**src/rtl/ilist_pkg.sv**
```systemverilog
// Shared types, codes and sizes for the indexed insert/remove list.
// No dependencies; imported by every module of the block.
package ilist_pkg;

  localparam int DEPTH      = 64;
  localparam int DATA_WIDTH = 32;
  localparam int AW         = $clog2(DEPTH);      // slot address
  localparam int CW         = $clog2(DEPTH + 1);  // entry count
  localparam int CAP_W      = 7;                  // capacity register
  localparam int POS_W      = 10;                 // wide position compares

  localparam logic [1:0] OP_READ   = 2'd0;
  localparam logic [1:0] OP_INSERT = 2'd1;
  localparam logic [1:0] OP_REMOVE = 2'd2;
  localparam logic [1:0] OP_NONE   = 2'd3;  // unused: no effect, status ok

  localparam logic [1:0] MODE_INDEX = 2'd0;
  localparam logic [1:0] MODE_FIRST = 2'd1;
  localparam logic [1:0] MODE_LAST  = 2'd2;
  localparam logic [1:0] MODE_NONE  = 2'd3;  // unused: bad index

  localparam logic [1:0] ST_OK     = 2'd0;
  localparam logic [1:0] ST_FULL   = 2'd1;
  localparam logic [1:0] ST_EMPTY  = 2'd2;
  localparam logic [1:0] ST_BADIDX = 2'd3;

  localparam logic [2:0] ADDR_CAPACITY = 3'd0;  // capacity_limit register

  typedef struct packed {
    logic                  we;
    logic [AW-1:0]         waddr;
    logic [DATA_WIDTH-1:0] wdata;
    logic                  re;
    logic [AW-1:0]         raddr;
  } mem_req_t;

  typedef struct packed {
    logic [1:0]       status;
    logic [31:0]      read_value;
    logic [CAP_W-1:0] entry_total;
    logic             is_empty;
    logic             is_full;
  } result_t;

  // capacity saturates at the slot count
  function automatic logic [CW-1:0] eff_cap(input logic [CAP_W-1:0] cap);
    if (POS_W'(cap) > POS_W'(DEPTH)) return CW'(DEPTH);
    else return CW'(cap);
  endfunction

endpackage

```
**src/rtl/ilist_mem.sv**
```systemverilog
// Slot storage: one write port and one read port, registered read data.
// Depends on ilist_pkg.
module ilist_mem
  import ilist_pkg::*;
(
  input  logic                  clk,
  input  mem_req_t              req,
  output logic [DATA_WIDTH-1:0] rdata
);

  logic [DATA_WIDTH-1:0] mem [DEPTH];

  always_ff @(posedge clk) begin
    if (req.we) begin
      mem[req.waddr] <= req.wdata;
    end
  end

  always_ff @(posedge clk) begin
    if (req.re) begin
      rdata <= mem[req.raddr];
    end
  end

endmodule

```
**src/rtl/ilist_ctrl.sv**
```systemverilog
// Request sequencer: checks a request, then moves slots one per read/write pair.
// Depends on ilist_pkg; drives ilist_mem through a mem_req_t.
module ilist_ctrl
  import ilist_pkg::*;
(
  input  logic                  clk,
  input  logic                  rst,
  input  logic [CAP_W-1:0]      capacity_limit,
  input  logic                  req_valid,
  output logic                  req_ready,
  input  logic [1:0]            operation,
  input  logic [1:0]            position_mode,
  input  logic [7:0]            index,
  input  logic [31:0]           element_value,
  output mem_req_t              mem_req,
  input  logic [DATA_WIDTH-1:0] mem_rdata,
  output logic                  res_valid,
  input  logic                  res_take,
  output result_t               res
);

  typedef enum logic [4:0] {
    S_IDLE = 5'b00001,
    S_RD   = 5'b00010,
    S_WR   = 5'b00100,
    S_PUT  = 5'b01000,
    S_DONE = 5'b10000
  } state_t;

  state_t                state, state_next;
  logic [CW-1:0]         count, count_next;
  logic [AW-1:0]         ptr, ptr_next;
  logic [AW-1:0]         pos, pos_next;
  logic [1:0]            op, op_next;
  logic [1:0]            status, status_next;
  logic [DATA_WIDTH-1:0] word, word_next;

  logic [CW-1:0]    cap;
  logic [POS_W-1:0] cand;
  logic [POS_W-1:0] cnt_w;
  logic [POS_W-1:0] ptr_w;
  logic [POS_W-1:0] pos_w;

  assign cap   = eff_cap(capacity_limit);
  assign cnt_w = POS_W'(count);
  assign ptr_w = POS_W'(ptr);
  assign pos_w = POS_W'(pos);

  assign req_ready = (state == S_IDLE);
  assign res_valid = (state == S_DONE);

  // candidate position from the request's mode
  always_comb begin
    case (position_mode)
      MODE_INDEX: cand = POS_W'(index);
      MODE_FIRST: cand = '0;
      MODE_LAST:  cand = (operation == OP_INSERT) ? cnt_w : cnt_w - POS_W'(1);
      default:    cand = '0;
    endcase
  end

  always_comb begin
    state_next  = state;
    count_next  = count;
    ptr_next    = ptr;
    pos_next    = pos;
    op_next     = op;
    status_next = status;
    word_next   = word;
    mem_req     = '0;

    unique case (state)
      S_IDLE: begin
        if (req_valid) begin
          op_next     = operation;
          word_next   = element_value[DATA_WIDTH-1:0];
          pos_next    = cand[AW-1:0];
          status_next = ST_OK;
          state_next  = S_DONE;
          if (operation == OP_INSERT) begin
            if (count >= cap) begin
              status_next = ST_FULL;
            end else if (position_mode == MODE_NONE || cand > cnt_w) begin
              status_next = ST_BADIDX;
            end else begin
              ptr_next   = count[AW-1:0];
              state_next = (cnt_w > cand) ? S_RD : S_PUT;
            end
          end else if (operation == OP_READ || operation == OP_REMOVE) begin
            if (count == '0) begin
              status_next = ST_EMPTY;
            end else if (position_mode == MODE_NONE || cand >= cnt_w) begin
              status_next = ST_BADIDX;
            end else if (operation == OP_READ) begin
              ptr_next   = cand[AW-1:0];
              state_next = S_RD;
            end else begin
              // count drops now; loop runs while ptr is below the new count
              count_next = count - CW'(1);
              ptr_next   = cand[AW-1:0];
              state_next = (cand + POS_W'(1) < cnt_w) ? S_RD : S_DONE;
            end
          end
        end
      end

      S_RD: begin
        mem_req.re = 1'b1;
        if (op == OP_INSERT) begin
          mem_req.raddr = ptr - AW'(1);
          state_next    = S_WR;
        end else if (op == OP_REMOVE) begin
          mem_req.raddr = ptr + AW'(1);
          state_next    = S_WR;
        end else begin
          mem_req.raddr = ptr;
          state_next    = S_DONE;
        end
      end

      S_WR: begin
        mem_req.we    = 1'b1;
        mem_req.waddr = ptr;
        mem_req.wdata = mem_rdata;
        if (op == OP_INSERT) begin
          ptr_next   = ptr - AW'(1);
          state_next = (ptr_w - POS_W'(1) > pos_w) ? S_RD : S_PUT;
        end else begin
          ptr_next   = ptr + AW'(1);
          state_next = (ptr_w + POS_W'(1) < cnt_w) ? S_RD : S_DONE;
        end
      end

      S_PUT: begin
        mem_req.we    = 1'b1;
        mem_req.waddr = pos;
        mem_req.wdata = word;
        count_next    = count + CW'(1);
        state_next    = S_DONE;
      end

      S_DONE: begin
        if (res_take) begin
          state_next = S_IDLE;
        end
      end

      default: state_next = S_IDLE;
    endcase
  end

  always_comb begin
    res.status      = status;
    res.read_value  = (op == OP_READ && status == ST_OK) ? 32'(mem_rdata) : 32'd0;
    res.entry_total = CAP_W'(count);
    res.is_empty    = (count == '0);
    res.is_full     = (count >= cap);
  end

  always_ff @(posedge clk) begin
    if (rst) begin
      state <= S_IDLE;
      count <= '0;
    end else begin
      state <= state_next;
      count <= count_next;
    end
  end

  always_ff @(posedge clk) begin
    ptr    <= ptr_next;
    pos    <= pos_next;
    op     <= op_next;
    status <= status_next;
    word   <= word_next;
  end

endmodule

```
**src/rtl/indexed_insert_remove_array.sv**
```systemverilog
// Indexed insert/remove list. An accepted read passes S_RD; an insert runs one S_RD/S_WR
// pair per moved entry, then S_PUT; a remove, one pair per moved entry; a failed or no-op
// request goes straight to S_DONE. One item at a time; the shift loop, one slot read then
// one slot write per moved entry, sets the pace. A held result stalls s_tready.
// Reset (synchronous, rst high): list empty, capacity_limit 64, output empty.
// Slot contents are not cleared; only slots below the count are ever read.
module indexed_insert_remove_array
  import ilist_pkg::*;
(
  input  logic        clk,
  input  logic        rst,
  // request stream
  input  logic        s_tvalid,
  output logic        s_tready,
  input  logic [39:0] s_tdata,   // [7:0] index, [39:8] element_value
  input  logic [3:0]  s_tuser,   // [1:0] operation, [3:2] position_mode
  // result stream
  output logic        m_tvalid,
  input  logic        m_tready,
  output logic [47:0] m_tdata,   // [31:0] read_value, [38:32] entry_total,
                                 // [39] is_empty, [40] is_full, [47:41] zero
  output logic [1:0]  m_tuser,   // [1:0] status
  // register port
  input  logic        psel,
  input  logic        penable,
  input  logic        pwrite,
  input  logic [2:0]  paddr,
  input  logic [31:0] pwdata,
  output logic [31:0] prdata,
  output logic        pready
);

  logic [CAP_W-1:0]      capacity_limit;
  mem_req_t              mem_req;
  logic [DATA_WIDTH-1:0] mem_rdata;
  logic                  res_valid;
  logic                  res_take;
  result_t               res;
  result_t               out_q;

  // register port: always ready, write on the access cycle
  assign pready = 1'b1;
  assign prdata = (paddr == ADDR_CAPACITY) ? 32'(capacity_limit) : 32'd0;

  always_ff @(posedge clk) begin
    if (rst) begin
      capacity_limit <= CAP_W'(64);
    end else if (psel && penable && pwrite && pready && paddr == ADDR_CAPACITY) begin
      capacity_limit <= pwdata[CAP_W-1:0];
    end
  end

  ilist_mem u_mem (
    .clk   (clk),
    .req   (mem_req),
    .rdata (mem_rdata)
  );

  ilist_ctrl u_ctrl (
    .clk            (clk),
    .rst            (rst),
    .capacity_limit (capacity_limit),
    .req_valid      (s_tvalid),
    .req_ready      (s_tready),
    .operation      (s_tuser[1:0]),
    .position_mode  (s_tuser[3:2]),
    .index          (s_tdata[7:0]),
    .element_value  (s_tdata[39:8]),
    .mem_req        (mem_req),
    .mem_rdata      (mem_rdata),
    .res_valid      (res_valid),
    .res_take       (res_take),
    .res            (res)
  );

  // output register: loads when empty or being drained
  assign res_take = res_valid && (!m_tvalid || m_tready);

  always_ff @(posedge clk) begin
    if (rst) begin
      m_tvalid <= 1'b0;
    end else if (res_take) begin
      m_tvalid <= 1'b1;
    end else if (m_tready) begin
      m_tvalid <= 1'b0;
    end
  end

  always_ff @(posedge clk) begin
    if (res_take) begin
      out_q <= res;
    end
  end

  assign m_tuser = out_q.status;
  assign m_tdata = {7'd0, out_q.is_full, out_q.is_empty, out_q.entry_total,
                    out_q.read_value};

endmodule

```
**config.mk**
```make
export PLATFORM = sky130hd
export DESIGN_NAME = indexed_insert_remove_array
export DESIGN_NICKNAME = d
export VERILOG_FILES = /design/src/rtl/ilist_pkg.sv /design/src/rtl/ilist_mem.sv /design/src/rtl/ilist_ctrl.sv /design/src/rtl/indexed_insert_remove_array.sv
export SDC_FILE = /design/constraint.sdc
export NUM_CORES = 2
export LEC_CHECK = 0
export BUFFER_PORTS_ARGS = -buffer_cell sky130_fd_sc_hd__clkbuf_2
export CAP_MARGIN = 20
export CORE_ASPECT_RATIO = 1.25
export CORE_MARGIN = 2
export CORE_UTILIZATION = 45
export DETAILED_ROUTE_END_ITERATION = 16
export GPL_TIMING_DRIVEN = 1
export RECOVER_POWER = 50
export SYNTH_ARGS = -nofsm -noshare
export SYNTH_HDL_FRONTEND = slang
export SYNTH_HIERARCHICAL = 1
export SYNTH_SLANG_ARGS = --single-unit
export TNS_END_PERCENT = 50
```
**constraint.sdc**
```tcl
create_clock -name clk -period 5.6 [get_ports clk]
set_input_delay 0.56 -clock clk [delete_from_list [all_inputs] [get_ports clk]]
set_output_delay 0.56 -clock clk [all_outputs]
set_load 0.02 [all_outputs]
```
## After elaboration in Yosys (flattened, before gate mapping)

Memory sizes are Yosys's and may differ from the RTL's. A register that Yosys moved wholly into a read port is not among the register bits.
Cells that the tools add are included.

- Equality and inequality tests: 23
- Add/subtract/negate cells: 8
- Multiplexer cells: 51
- Order comparisons: 8
- Reduce and logical (&&, ||, !) cells: 23

Operators with widths:

| operator | number |
|---|---|
| $pmux 39 s2 | 1 |
| $mux 5 | 14 |
| $mux 7 | 9 |
| $mux 6 | 10 |
| $pmux 5 s5 | 1 |
| $lt 10x7->1 | 2 |
| $pmux 10 s2 | 1 |
| $pmux 7 s2 | 1 |
| $reduce_and 7->1 | 2 |
| $mux 2 | 6 |
| $pmux 6 s2 | 1 |
| $add 10x1->10 const B | 1 |
| $ge 10x7->1 | 1 |
| $gt 10x6->1 | 1 |
| $gt 10x7->1 | 1 |
| $gt 7x10->1 | 1 |
| $mux 10 | 1 |
| $ne 2x2->1 const B | 5 |
| $eq 2x2->1 const B | 4 |
| $logic_not 2->1 | 4 |
| $mux 4 | 2 |
| $sub 7x1->8 const B | 1 |
| $add 6x1->7 const B | 1 |
| $add 7x1->7 const B | 1 |
| other kinds (24) | 41 |

- Input port bits: 86
- Flip-flop bits (word level): 111
- Output and inout bits: 85
- Memories: 1
- Bits in writable memories: 2048

Memory list:

| name | words | width | read ports | clocked after Yosys merged registers in | write ports | RTL line | source |
|---|---|---|---|---|---|---|---|
| u_mem.mem | 64 | 32 | 1 | 1 | 1 | ilist_mem.sv:11 | `logic [DATA_WIDTH-1:0] mem [DEPTH];` |

## Longest topological paths before layout

- Depth in word-level cells: 13
- Mapped depth: 18
- Mapped depth without buffers: 16

## Modules after synthesis

Netlist, hierarchy kept.

Modules (own cells, without submodules):

| module | area each (µm²) | sequential area each (µm²) | instances | cells each |
|---|---|---|---|---|
| ilist_mem | 78835.6 | 62459.9 | 1 | 3324 |
| ilist_ctrl | 4737.0 | 1681.6 | 1 | 509 |
| indexed_insert_remove_array | 1965.6 | 1451.4 | 1 | 122 |

## Worst setup path before layout

OpenSTA, ideal clock, no wires.

- Path type: reg-to-reg
- Start point: reg u_ctrl.state[3]
- End point: reg u_ctrl.state[4]
- Arrival: 5.166 ns
- Library setup time: 0.125 ns
- Path buffers: 0
- Path slack: 0.308 ns
- Stages on the path, launching flop included: 8
- Path through: dfxtp_1 -> or3_1 -> nor3b_1 -> a21boi_0 -> nor2b_1 -> a2111oi_0 -> or2_2 -> o31ai_1

- Longest elaborated chain between the ends: 4
- Elaborated cells on any way between the ends: 10
- Classes of those cells: eq/ne: 7; mux: 1; reduce/logical: 2

Ends and longest elaborated chain:

| element | RTL line | source |
|---|---|---|
| start, declared | ilist_ctrl.sv:30 | `state_t state, state_next;` |
| start signal, assigned | ilist_ctrl.sv:165 | `state <= state_next;` |
| $eq 5x5->1 | ilist_ctrl.sv:50 | `assign res_valid = (state == S_DONE);` |
| via res_valid | indexed_insert_remove_array.sv:36 | `logic res_valid;` |
| $logic_and 1x1->1 | indexed_insert_remove_array.sv:77 | `assign res_take = res_valid && (!m_tvalid \|\| m_tready);` |
| via res_take | indexed_insert_remove_array.sv:37 | `logic res_take;` |
| $ne 2x1->1 (no line) | -- |  |
| $reduce_and 2->1 (no line) | -- |  |

The timed path passes the listed nets, and every way through them passes these cells.
A chain may end at the register's enable or synchronous reset.

==> impl_metrics.yaml <==
cts:
  cts_tree: "done"
  root_buffer: "clkbuf_16"
  post_cts_resized: 0
  cts_sinks: 2191
  cts_buffers: 206
  clock_path_buffers: 3
  htreeDepth: 4
  clk_latency_ps: 860
  cts.reportedPaths.clkPinSlew_ps: 60
logic_synthesis:
  synth_edf_count: 2171
  syn_inst: 3955
  synth-seq-area-share_pct: 76.7
  syn_area_sq_um: 85500
  yosysWarnings: 6
  synth_top_area_share_pct: 76.2
  syn_area_per_cell_sq_um: 21.6
  post_synth_num_cell_types: 76
  ys_ff_latch: 2191
  yosys-top-cells-area: "edfxtp_1 76%, mux4_2 14%, mux2i_1 1.3%"
  ys.flop_type: "edfxtp_1"
  async_reset_ff_share_pct: 0
  synth_top_area_cell: "edfxtp_1"
finish:
  nFillCells: 14800
  syn2layout_area_growth_pct: 14.1
  final_common_cell: "edfxtp_1"
  num-nets-final: 4480
  multi_input_area_sq_um: 19200
  final_cell_mix: "2171 x edfxtp_1, 544 x mux4_2, 206 x clkbuf_16, 194 x clkbuf_1, 160 x buf_4"
  drive_above_1_share_pct: 25.6
  seq_area_sq_um: 65600
die:
  start_util_pct: 45.3
  pin_count: 171
  rows: 178
  fp.dieH_um: 491
  fp.coreArea_sq_um: 189000
  dieArea_sq_um: 194000
  die_w_um: 394
power_and_ir_drop:
  peakVddDrop_mv: 0.246
  p_total_mw: 32.7
  power.density_nw_per_um2: 335
  p_leak_nw: 24.4
critical_path:
  critPathLaunch: "u_ctrl/state[3]"
  cp.required_ps: 5730
  crit_fanout: 64
  endpoint_kind: "register"
  r2r_cells: 5
  rr_startpoint: "u_ctrl/state[3]"
  worstSetupStartpointType: "register"
  cp-endpoint: "u_mem/mem[14][23]"
  critical_path_class: "register to register"
  regToRegEndpoint: "u_mem/mem[14][23]"
  r2r_setup_slack_ps: 480
  cp.arrival_ps: 5250
timing:
  worstMarginPinSlew_ps: 3390
  hold_viol_final: 0
  setup_violations: 0
  finalClockSkew_ps: 42.0
  rsz0062_at_grt: "no"
  period_needed_ps: 5120
  setup_tns_ps: 0
  fmax_ghz: 0.195
  slew_headroom_pct: -126
  post-route-period-util_pct: 91.4
  maxSlewViolCount: 1375
worst_hold_path:
  hp-start: "m_tready"
  hp-class: "primary input to register"
job:
  maxCapViolations: 33
grt:
  grt.total_usage_pct: 23.2
  grt_first_pass_wirelength_um: 318000
  grt_max_degree: 65
  grt_pass1_vias: 42800
  gr-total-overflow: 0
  antenna_found_initial: 11
run_status:
  outcome: "finished with violations"
  violations: "max-capacitance violations, max-slew violations"
routing:
  dr.pass1.iters: 6
  num_vias: 42200
  drt_wl_total_um: 225000
  drcViolationCount: 0
  via_per_inst: 5.99
  drtAntennaViolNets: 0
  wl_per_cell_um: 32.0
  drt_iter0_drc: 4658
placement:
  io_buffers: 112
  globalplace.congestion: 0.846
  hpwl_um: 133000
## critical path, stage by stage, from the launching register on
cell	delay (ps)
dfxtp_1	320
or3_1	420
nor3b_1	320
buf_4	620
a22o_2	250
clkbuf_1	2370
## cell usage after synthesis, types with 16 or more instances
library cell / n
a21oi_1: 83
a22o_1: 33
and2_1: 35
buf_1: 24
buf_2: 59
buf_4: 58
clkbuf_1: 97
dfxtp_1: 20
edfxtp_1: 2171
ha_1: 45
inv_1: 31
mux2i_1: 110
mux4_2: 544
nand2_1: 58
nand2b_1: 28
nor2_1: 183
nor2b_1: 23
nor3_1: 16
o21ai_0: 27
o221ai_1: 28
o22ai_1: 86
## flip-flops by register name (all words and copies together), names as in the netlist, 2 cells and up
register        count
capacity_limit      7
m_tdata            41
m_tuser             2
u_ctrl/count        7
u_ctrl/op           2
u_ctrl/pos          6
u_ctrl/ptr          6
u_ctrl/state        5
u_ctrl/status       2
u_ctrl/word        32
u_mem/mem        2048
u_mem/rdata        32
## worst min path at each step
| stage | endpoint | cells after the start |
|---|---|---|
| 2_1_floorplan | m_tuser[1] | 0 |
| 3_3_place_gp | m_tuser[1] | 0 |
| 3_5_place_dp | capacity_limit[0] | 2 |
| 4_1_cts | u_ctrl/word[2] | 1 |
| 5_1_grt | m_tvalid | 4 |
| 6_report | m_tvalid | 4 |
## cell type report
class                      instances  area share, %
sequential                      2191           67.2
inverter                          31          0.119
timing repair buffer             399           3.08
clock inverter                   104           1.15
tap                             2520           3.23
clock buffer                     279           5.56
multi-input combinational       1519           19.7
antenna                            7         0.0179
## cells by family (layout without fill, tap and decap cells)
group	Yosys count	after routing	share of synthesized area [%]
AO/OA/AOI/OAI	338	338	2.71
other	2	40	0.00878
adder cells (fa/ha/maj)	46	46	0.682
AND/OR/NAND/NOR	424	424	2.45
XOR/XNOR	24	24	0.246
flip-flops	2191	2191	76.7
multiplexers	654	654	15.6
buffers and inverters	276	813	1.61
## layer usage
metal | vias to the layer above | global-route usage, % | routed length [um]
li1 | 17300 | - | -
met1 | 22800 | 30.1 | 86300
met3 | 346 | 4.10 | 17000
met2 | 1765 | 39.3 | 113000
met4 | 2 | 8.78 | 8780
met5 | - | 0 | 11
## power breakdown
part | total, mW | switching (mW) | internal, mW
registers | 18.1 | 0.0979 | 18.0
clock network | 13.7 | 6.05 | 7.62
logic | 0.909 | 0.612 | 0.297
total | 32.7 | 6.76 | 25.9
## repair_timing
action | 4_1_cts | 5_1_grt
hold buffers | 36 | 0
buffers inserted | 0 | 0
endpoints found under the hold margin | 36 | 0
## stage by stage
step	cells	util [%]	cell area (sq um)	worst slack, ps	hold slack [ps]
floorplan	3986	-	85700	308	427
global placement	6616	48.2	91000	840	466
detailed placement	6616	48.2	91000	804	481
CTS	7035	51.9	97900	796	0.118
global route	7044	51.7	97600	295	8.11
finish	7050	51.8	97600	484	36.5
No activity file was read; power rests on OpenSTA's default activity.
